<file path="src/rtl/bitmap_frame_allocator_top_macros.svh">
// Assertion wrappers for the frame allocator. Sampled on clk.
// BFA_CHECK is disabled while rst_n is low; BFA_CHECK_ALWAYS holds in reset too.
`ifndef BITMAP_FRAME_ALLOCATOR_TOP_MACROS_SVH
`define BITMAP_FRAME_ALLOCATOR_TOP_MACROS_SVH
`ifndef SYNTHESIS
`define BFA_CHECK(label, prop, msg) \
    label: assert property (@(posedge clk) disable iff (!rst_n) prop) else $error(msg);
`define BFA_CHECK_ALWAYS(label, prop, msg) \
    label: assert property (@(posedge clk) prop) else $error(msg);
`else
`define BFA_CHECK(label, prop, msg)
`define BFA_CHECK_ALWAYS(label, prop, msg)
`endif
`endif

</file>
<file path="src/rtl/bfa_pkg.sv">
package bfa_pkg;

    localparam int unsigned FRAME_BYTES_DEF  = 4096;
    localparam int unsigned BITMAP_BYTES_DEF = 4096;

    localparam int DIVIDEND_W = 33;   // byte address plus rounding carry
    localparam int ADDR_MAX_W = 16;   // largest bitmap is 64K bytes
    localparam int FRAME_W    = 15;

    localparam logic [7:0] BYTE_FULL  = 8'hFF;
    localparam logic [7:0] BYTE_EMPTY = 8'h00;
    localparam logic [7:0] BIT_FIRST  = 8'h80;

    typedef enum logic [1:0] {
        OP_ALLOC     = 2'd0,
        OP_FREE      = 2'd1,
        OP_MARK_FREE = 2'd2,
        OP_MARK_USED = 2'd3
    } op_t;

    typedef enum logic {
        STATUS_OK      = 1'b0,
        STATUS_NO_FREE = 1'b1
    } status_t;

    typedef enum logic [2:0] {
        S_IDLE,
        S_SCAN,
        S_DIV,
        S_SETUP,
        S_RD,
        S_WR,
        S_DONE
    } state_t;

    // One access per cycle: either a read or a write at addr.
    typedef struct packed {
        logic                  rd_en;
        logic                  wr_en;
        logic [ADDR_MAX_W-1:0] addr;
        logic [7:0]            wdata;
    } mem_req_t;

endpackage

</file>
<file path="src/rtl/bfa_div.sv">
module bfa_div #(
    parameter int unsigned DIVISOR = bfa_pkg::FRAME_BYTES_DEF,
    parameter int unsigned QW      = 24
) (
    input  logic                            clk,
    input  logic                            rst_n,
    input  logic                            start,
    input  logic [bfa_pkg::DIVIDEND_W-1:0]  dividend,
    output logic                            done,
    output logic [QW-1:0]                   quotient
);

    localparam int DW   = bfa_pkg::DIVIDEND_W;
    localparam int MW   = DW + 1;
    localparam int HW   = MW / 2;
    localparam int PW   = DW + HW;
    localparam int ACCW = DW + MW;
    localparam int SH   = DW + $clog2(DIVISOR);
    // ceil(2^SH / DIVISOR) gives the exact quotient for every DW-bit dividend
    localparam longint unsigned RECIP =
        ((64'd1 << SH) + 64'(DIVISOR) - 64'd1) / 64'(DIVISOR);
    localparam logic [MW-1:0] RECIP_V  = MW'(RECIP);
    localparam logic [HW-1:0] RECIP_LO = RECIP_V[HW-1:0];
    localparam logic [HW-1:0] RECIP_HI = RECIP_V[MW-1:HW];

    logic            lo_pend_reg, lo_pend_next;
    logic            hi_pend_reg, hi_pend_next;
    logic            done_reg, done_next;
    logic [DW-1:0]   dvd_reg, dvd_next;
    logic [ACCW-1:0] acc_reg, acc_next;

    logic [HW-1:0]   coef;
    logic [PW-1:0]   prod;

    // multiply by the reciprocal in two halves, low half first
    always_comb
    begin
        coef = hi_pend_reg ? RECIP_HI : RECIP_LO;
        prod = PW'(dvd_reg) * PW'(coef);

        lo_pend_next = start;
        hi_pend_next = lo_pend_reg;
        done_next    = hi_pend_reg;
        dvd_next     = start ? dividend : dvd_reg;
        acc_next     = acc_reg;

        if (lo_pend_reg)
            acc_next = ACCW'(prod);
        else if (hi_pend_reg)
            acc_next = acc_reg + (ACCW'(prod) << HW);
    end

    always_ff @(posedge clk or negedge rst_n)
    begin
        if (!rst_n)
        begin
            lo_pend_reg <= 1'b0;
            hi_pend_reg <= 1'b0;
            done_reg    <= 1'b0;
        end
        else
        begin
            lo_pend_reg <= lo_pend_next;
            hi_pend_reg <= hi_pend_next;
            done_reg    <= done_next;
        end
    end

    always_ff @(posedge clk)
    begin
        dvd_reg <= dvd_next;
        acc_reg <= acc_next;
    end

    assign done     = done_reg;
    assign quotient = QW'(acc_reg >> SH);

endmodule

</file>
<file path="config.mk">
export PLATFORM = sky130hd
export DESIGN_NAME = bfa_div
export DESIGN_NICKNAME = d
export VERILOG_FILES = /design/src/rtl/bitmap_frame_allocator_top_macros.svh /design/src/rtl/bfa_pkg.sv /design/src/rtl/bfa_div.sv
export SDC_FILE = /design/constraint.sdc
export NUM_CORES = 1
export LEC_CHECK = 0
export BUFFER_PORTS_ARGS = -buffer_cell sky130_fd_sc_hd__buf_2
export CORE_UTILIZATION = 50
export DETAILED_ROUTE_END_ITERATION = 10
export GPL_ROUTABILITY_DRIVEN = 0
export GPL_TIMING_DRIVEN = 0
export PLACE_DENSITY = 0.71
export SYNTH_ARGS = -nofsm -noshare
export SYNTH_HDL_FRONTEND = slang
export SYNTH_SLANG_ARGS = --single-unit
</file>
<file path="constraint.sdc">
create_clock -name clk -period 4.3 [get_ports clk]
set_input_delay 0.645 -clock clk [delete_from_list [all_inputs] [get_ports clk]]
set_output_delay 0.645 -clock clk [all_outputs]
set_load 0.02 [all_outputs]
</file>
# Word level (Yosys, flattened, before mapping)

Cells that the tools add are included.

Add/sub/neg operators: 1
Multiply operators: 1
Reductions and logical operators: 1
Muxes and demuxes: 3

Operator list:

| operator                     | number |
|---|---|
| two-way mux 50 bit           | 2 |
| adder 67 bit                 | 1 |
| multiplier 33 x 17 -> 50 bit | 1 |
| two-way mux 17 bit           | 1 |
| nonzero test 2 bit           | 1 |

Bits of input ports: 36
Bits in registers: 103
Output and inout bits: 25

# Longest topological paths before layout

Gate-level depths: netlist of the first run.

Depth in word-level cells: 5
Depth in mapped cells: 14
Gate-level depth less buffers: 12

# Worst setup path after synthesis of the first run

OpenSTA, ideal clock, no wires.

Kind: reg-to-reg
Start point: register hi_pend_reg (netlist: done_next)
End point: register acc_reg[61]
Cell stages (with the launch flop): 15
Slack: 1.252 ns
Required time: 4.178 ns
Arrival time: 2.926 ns
Period minus slack after synthesis: 3.048 ns
Library setup time: 0.122 ns
Buffers on the path: 2
Path through: dfrtp_1 > buf_4 > clkbuf_1 > and2_1 > ha_1 > inv_1 > fa_1 > nor2b_4 > o2111ai_1 > a21boi_2 > o31a_4 > a221o_2 > nor2_4 > o21ai_1 > a221o_1

Longest elaborated chain between the ends: 3

Ends and longest elaborated chain:

| element                      | line          | source |
|---|---|---|
| start, declared              | bfa_div.sv:27 | `logic hi_pend_reg, hi_pend_next;` |
| start signal, assigned       | bfa_div.sv:64 | `hi_pend_reg <= hi_pend_next;` |
| two-way mux 17 bit           | bfa_div.sv:38 | `coef = hi_pend_reg ? RECIP_HI : RECIP_LO;` |
| multiplier 33 x 17 -> 50 bit | bfa_div.sv:39 | `prod = PW'(dvd_reg) * PW'(coef);` |
| adder 67 bit                 | bfa_div.sv:50 | `acc_next = acc_reg + (ACCW'(prod) << HW);` |
| end signal, assigned         | bfa_div.sv:72 | `acc_reg <= acc_next;` |
| end, declared                | bfa_div.sv:30 | `logic [ACCW-1:0] acc_reg, acc_next;` |

Several ways; a longest one is shown, not always the timed one.
A chain may end at the register's enable or synchronous reset.

# Final worst setup path of the first run

Start point: register hi_pend_reg (netlist: done_next)
End point: register acc_reg[63]

Same word-level chain as after synthesis.

==> results.sh, run 1 <==
export IMPL_outcome="finished clean"
export IMPL_row_count=34
export IMPL_num_vias=3681
export IMPL_grt_ovfl_total=0
export IMPL_powerDensity_mw_per_mm2=386
export IMPL_postCtsHoldBufs=0
export IMPL_finish_utilization=0.590
export IMPL_slowest_stage="dfrtp_1"
export IMPL_cts_buffer_depth=2
export IMPL_antenna_cells=0
export IMPL_power_leakage_nw=2.22
export IMPL_slew_violations=0
export IMPL_fin_nets=603
export IMPL_largest_reg_flops=34
export IMPL_synth_edf_count=50
export IMPL_final_cell_mix="60 x buf_2, 50 x edfxtp_1, 43 x nand2_1"
export IMPL_setup_tns_ns=0
export IMPL_crit_arrival_ns=3.75
export IMPL_slew_headroom=0.433
export IMPL_viasPerCell=5.70
export IMPL_clkTransAtPathRegs_ns=0.08
export IMPL_crit_type="register to register"
export IMPL_yosysUniqueCellTypes=66
export IMPL_startpoint_type="register"
export IMPL_dp_cells=630
export IMPL_yosys_area_top_type_share=0.332
export IMPL_ys_dominant_reg_cell="edfxtp_1"
export IMPL_clock_sinks=70
export IMPL_cts_tree="built"
export IMPL_multi_input_area_mm2=0.00230
export IMPL_ant_nets=0
export IMPL_cp_end_kind="register"
export IMPL_cts_setup_buffers=0
export IMPL_drv_cap=0
export IMPL_max_freq_mhz=286
export IMPL_io_buffers=58
export IMPL_synth_warnings=0
export IMPL_htreeDepth=3
export IMPL_fillers=770
export IMPL_mappedNetlistArea_mm2=0.00453
export IMPL_worstMarginPinSlew_ns=0.849
export IMPL_wl_um=10600
export IMPL_drt_iter0_markers=271
export IMPL_grtUsageTotal=0.233
export IMPL_clk_latency_ns=0.36
export IMPL_coreArea_mm2=0.00872
export IMPL_syn_avg_cell_area_um2=9.77
export IMPL_synthCells=463
export IMPL_stdcell_count=646
export IMPL_die_x_um=97.1
export IMPL_grt_max_degree=35
export IMPL_drive_above_1_share=0.214
export IMPL_cts_resized=0
export IMPL_min_period_ns=3.50
export IMPL_crit_family="compound AO/OA/AOI/OAI gates"
export IMPL_ys_seq_elements=70
export IMPL_fin_skew_ns=0.0118
export IMPL_drc_errors=0
export IMPL_area_sequential_mm2=0.00192
export IMPL_finalCritPeriodShare=0.815
export IMPL_pin_count=61
export IMPL_die_h_um=97.1
export IMPL_critPathMaxStageDelay_ns=0.44
export IMPL_hold_slack_ns=0.0701
export IMPL_hold_path_class="input port to asynchronous set/reset pin"
export IMPL_firstDrtPassIters=5
export IMPL_dpl_hpwl_um=7970
export IMPL_grt_pass1_vias=3621
export IMPL_setup_violations_final=0
export IMPL_cp_max_fo=10
export IMPL_area_growth_synth_to_final_pct=13.6
export IMPL_yosysTopAreaCell="edfxtp_1"
export IMPL_start_util=0.519
export IMPL_rsz0062_at_grt="false"
export IMPL_synth_area_top_cells="edfxtp_1 33%, ha_1 9.1%, dfxtp_1 7.5%"
export IMPL_hold_viol=0
export IMPL_final_common_cell="buf_2"
export IMPL_crit_chain="buf_4 > clkbuf_1 > and2_1 > ha_1 > inv_1 > fa_1 > nor2b_4 > o2111ai_1 > a21boi_2 > o31a_4 > a221o_2 > o21ai_1 > mux2i_1 > nand2_1"
export IMPL_cp_required_ns=4.55
export IMPL_wl_per_cell_um=16.3
export IMPL_antenna_found_initial=0
export IMPL_yosysSeqAreaShare=0.424
export IMPL_cts_root_buf="clkbuf_8"
export IMPL_cts_buffers=9
export IMPL_crit_buf_inv=3
export IMPL_synthArstFlopShare=0.0429
export IMPL_ir_drop_uv=288
export IMPL_grt_pass1_wl_um=17300
export IMPL_dieArea_mm2=0.00944
## path summary, 6_finish.rpt
path	from	end	slack [ns]	cells past startpoint
min in group clk	hi_pend_next$_DFF_PN0_	done_next$_DFF_PN0_	0.42	0
min	rst_n	hi_pend_next$_DFF_PN0_	0.07	1
min reg2reg	hi_pend_next$_DFF_PN0_	done_next$_DFF_PN0_	0.42	0
max reg2reg	done_next$_DFF_PN0_	acc_reg[63]$_SDFFE_PP0P_	0.80	14
max in group asynchronous	rst_n	done_next$_DFF_PN0_	4.13	1
max	done_next$_DFF_PN0_	acc_reg[63]$_SDFFE_PP0P_	0.80	14
## power by group
| group | switching (mW) | internal [mW] | leakage, nW |
|---|---|---|---|
| Sequential | 0.0386 | 0.817 | 0.679 |
| Clock | 0.292 | 0.221 | 0.0863 |
| Combinational | 0.358 | 0.258 | 1.46 |
## final cells by class
type / instances / area share
Timing Repair Buffer: 58 / 0.0565
Buffer: 42 / 0.0533
Clock inverter: 7 / 0.0122
Clock buffer: 9 / 0.0241
Multi-Input combinational cell: 343 / 0.448
Tap cell: 108 / 0.0263
Sequential cell: 70 / 0.373
Inverter: 9 / 0.00657
## kinds of logic (layout without fill, tap and decap cells)
family | Yosys count | after routing | share of synthesized area
fa+ha+maj | 34 | 34 | 0.0957
compound gates | 128 | 128 | 0.183
other cells | 1 | 2 | 0.000829
buf+inv | 51 | 125 | 0.0680
simple gates | 151 | 151 | 0.174
xor+xnor | 25 | 25 | 0.0484
flops | 70 | 70 | 0.424
mux | 3 | 3 | 0.00691
## per-layer routing
metal,track usage,up-vias,share of wire
met3,0.0396,26,0.055
met1,0.314,1714,0.47
met5,0,-,0
met4,0.130,0,0.038
met2,0.357,135,0.44
li1,-,1806,-
## through the flow
stage / total power [mW] / cell area, um2 / setup slack, ns
after floorplan: 1.32 / 4530 / 1.25
after global placement: 1.46 / 4950 / 0.849
after detailed placement: 1.47 / 4950 / 0.790
after CTS: 1.99 / 5140 / 0.792
after global routing: 2.09 / 5140 / 0.522
final: 1.98 / 5140 / 0.798
## synthesized netlist by cell type, types with 3 or more instances
library cell  number
a21o_1             7
nand3_1            6
dfrtp_1            3
nand2b_1           8
a211oi_1           3
a31oi_1            5
xor2_1            14
ha_1              33
nor3_1             6
o21ai_0           35
inv_1              9
o21ai_1            6
and3_1             6
a21oi_1           33
nand4_1            7
nand2_1           43
nor3b_1            4
clkbuf_1          11
dfxtp_1           17
nor2_1            26
xnor2_1           11
buf_4             25
o21bai_1           6
and2_1            32
o31ai_1            3
nor2b_1            5
edfxtp_1          50
No activity file was read; power rests on OpenSTA's default activity.
==> run 2, diff against run 1 <==
Clock period 4.3 ns to 3.5 ns, I/O delays scaled along.
==> run 2 against run 1 <==
Against the previous run:
- wire length grew 0.14%
- critical endpoint is now acc_reg[61]$_SDFFE_PP0P_
- total power grew 23%
- cell area is essentially flat
- count of clock-buffer cells in the layout is the same
- hold slack gained 0.26 ns
- sequential share of layout area is essentially flat
- clock skew shrank 0.0012 ns
- critical path depth shrank 1
- combinational power grew 23%
- die area is the same
- via count shrank 0.14%
==> results.sh, run 2 (same netlist as run 1, synthesis figures left out) <==
export IMPL_largest_reg_flops=34
export IMPL_max_freq_mhz=302
export IMPL_min_period_ns=3.31
export IMPL_total_power_mw=2.44
export IMPL_crit_chain="buf_4 > and2_1 > ha_1 > inv_1 > fa_1 > nor2b_4 > o2111ai_1 > a21boi_2 > o31a_4 > a221o_2 > nor2_4 > o21ai_1 > a221o_1"
export IMPL_row_count=34
export IMPL_r2r_slack_ns=0.19
export IMPL_grt_pass1_vias=3639
export IMPL_dieArea_mm2=0.00944
export IMPL_dp_cells=630
export IMPL_cts_tree="built"
export IMPL_crit_path_start="done_next$_DFF_PN0_"
export IMPL_critPathMaxStageDelay_ns=0.44
export IMPL_ant_nets=0
export IMPL_die_x_um=97.1
export IMPL_cp_end_kind="register"
export IMPL_worstMarginPinSlew_ns=0.861
export IMPL_powerDensity_mw_per_mm2=475
export IMPL_cts_buffers=9
export IMPL_final_common_cell="buf_2"
export IMPL_viasPerCell=5.70
export IMPL_crit_family="compound AO/OA/AOI/OAI gates"
export IMPL_crit_reg2reg_launch="done_next$_DFF_PN0_"
export IMPL_crit_arrival_ns=3.56
export IMPL_grtUsageTotal=0.233
export IMPL_whs_endpoint="dvd_reg[4]$_DFFE_PP_"
export IMPL_rsz0062_at_grt="false"
export IMPL_clk_latency_ns=0.36
export IMPL_worstHoldPathCells=1
export IMPL_grt_max_degree=35
export IMPL_outcome="finished clean"
export IMPL_finalCritPeriodShare=0.947
export IMPL_pin_count=61
export IMPL_grt_ovfl_total=0
export IMPL_fin_skew_ns=0.0106
export IMPL_final_cell_mix="60 x buf_2, 50 x edfxtp_1, 43 x nand2_1"
export IMPL_start_util=0.519
export IMPL_cp_max_fo=28
export IMPL_cts_setup_buffers=0
export IMPL_drc_errors=0
export IMPL_cp_required_ns=3.75
export IMPL_coreArea_mm2=0.00872
export IMPL_num_vias=3676
export IMPL_slew_headroom=0.425
export IMPL_io_buffers=58
export IMPL_die_h_um=97.1
export IMPL_stdcell_count=645
export IMPL_cts_buffer_depth=2
export IMPL_drv_cap=0
export IMPL_area_growth_synth_to_final_pct=13.7
export IMPL_crit_buf_inv=2
export IMPL_firstDrtPassIters=5
export IMPL_hold_viol=0
export IMPL_htreeDepth=3
export IMPL_power_leakage_nw=2.23
export IMPL_ir_drop_uv=353
export IMPL_clkTransAtPathRegs_ns=0.09
export IMPL_hold_path_class="input port to register"
export IMPL_drive_above_1_share=0.214
export IMPL_r2r_end="acc_reg[61]$_SDFFE_PP0P_"
export IMPL_slew_violations=0
export IMPL_wl_per_cell_um=16.4
export IMPL_fin_nets=602
export IMPL_antenna_found_initial=0
export IMPL_setup_violations_final=0
export IMPL_slowest_stage="dfrtp_1"
export IMPL_startpoint_type="register"
export IMPL_wl_um=10600
export IMPL_clock_sinks=70
export IMPL_rr_worst_depth=13
export IMPL_crit_type="register to register"
export IMPL_cts_root_buf="clkbuf_8"
export IMPL_grt_pass1_wl_um=17300
export IMPL_drt_iter0_markers=260
export IMPL_worstHoldStart="dividend[4]"
export IMPL_antenna_cells=0
export IMPL_dpl_hpwl_um=7970
-- run 2: changes by cell type in the layout (fill, tap and decap cells not counted), sizes merged --
cell / change
clkbuf: -2
dlygate4sd3: +1
-- run 2: worst register-to-register path, cell delays in order (launching register included) --
cell and delay (ns):
dfrtp_1 0.44, buf_4 0.24, and2_1 0.18, ha_1 0.19
inv_1 0.08, fa_1 0.26, nor2b_4 0.06, o2111ai_1 0.25
a21boi_2 0.13, o31a_4 0.40, a221o_2 0.44, nor2_4 0.15
o21ai_1 0.09, a221o_1 0.31
-- run 2: final cells by class --
type / instances / area [um2]
multi-input cells: 343 / 2300
clock buffers: 9 / 124
repair buffers: 59 / 300
fillers: 770 / 3580
inverters: 9 / 33.8
clock inverters: 7 / 62.6
flip-flops and latches: 70 / 1920
well taps: 108 / 135
plain buffers: 40 / 267
-- run 2: stage by stage --
step / worst slack (ns) / hold slack, ns / area [um2] / util / setup TNS [ns]
3_5_place_dp: -0.00989 / 0.321 / 4950 / 0.568 / -0.00989
5_1_grt: 0.0676 / 0.317 / 5140 / 0.590 / 0
2_1_floorplan: 0.452 / 0.229 / 4530 / - / 0
3_3_place_gp: 0.0493 / 0.321 / 4950 / 0.568 / 0
4_1_cts: 0.117 / 0.321 / 5150 / 0.590 / 0
6_report: 0.187 / 0.331 / 5140 / 0.590 / 0
-- run 2: worst max-delay path by stage --
stage | endpoint | slack, ns | depth (start not counted)
CTS | acc_reg[64]$_SDFFE_PP0P_ | 0.12 | 12
floorplan | acc_reg[61]$_SDFFE_PP0P_ | 0.45 | 14
finish | acc_reg[61]$_SDFFE_PP0P_ | 0.19 | 13
global route | acc_reg[54]$_SDFFE_PP0P_ | 0.07 | 11
global placement | acc_reg[61]$_SDFFE_PP0P_ | 0.05 | 14
detailed placement | acc_reg[61]$_SDFFE_PP0P_ | -0.01 | 14
-- run 2: power breakdown --
| part | internal (mW) | total (mW) | switching (mW) |
|---|---|---|---|
| clock network | 0.272 | 0.633 | 0.361 |
| logic | 0.318 | 0.758 | 0.440 |
| registers | 1.00 | 1.05 | 0.0471 |
| total | 1.59 | 2.44 | 0.849 |
-- run 2: routing by layer --
metal	GRT usage	wire length [um]	part of all wire
met4	0.130	400	0.038
met3	0.0403	590	0.056
met5	0	0	0
met2	0.361	4710	0.45
met1	0.311	4870	0.46
-- run 2: timing repair --
item                                    4_1_cts  5_1_grt
endpoints found under the hold margin         3        0
endpoints found under the setup margin        1        4
gates cloned                                  0        0
hold buffers                                  1        0
gates resized for setup                       0        1
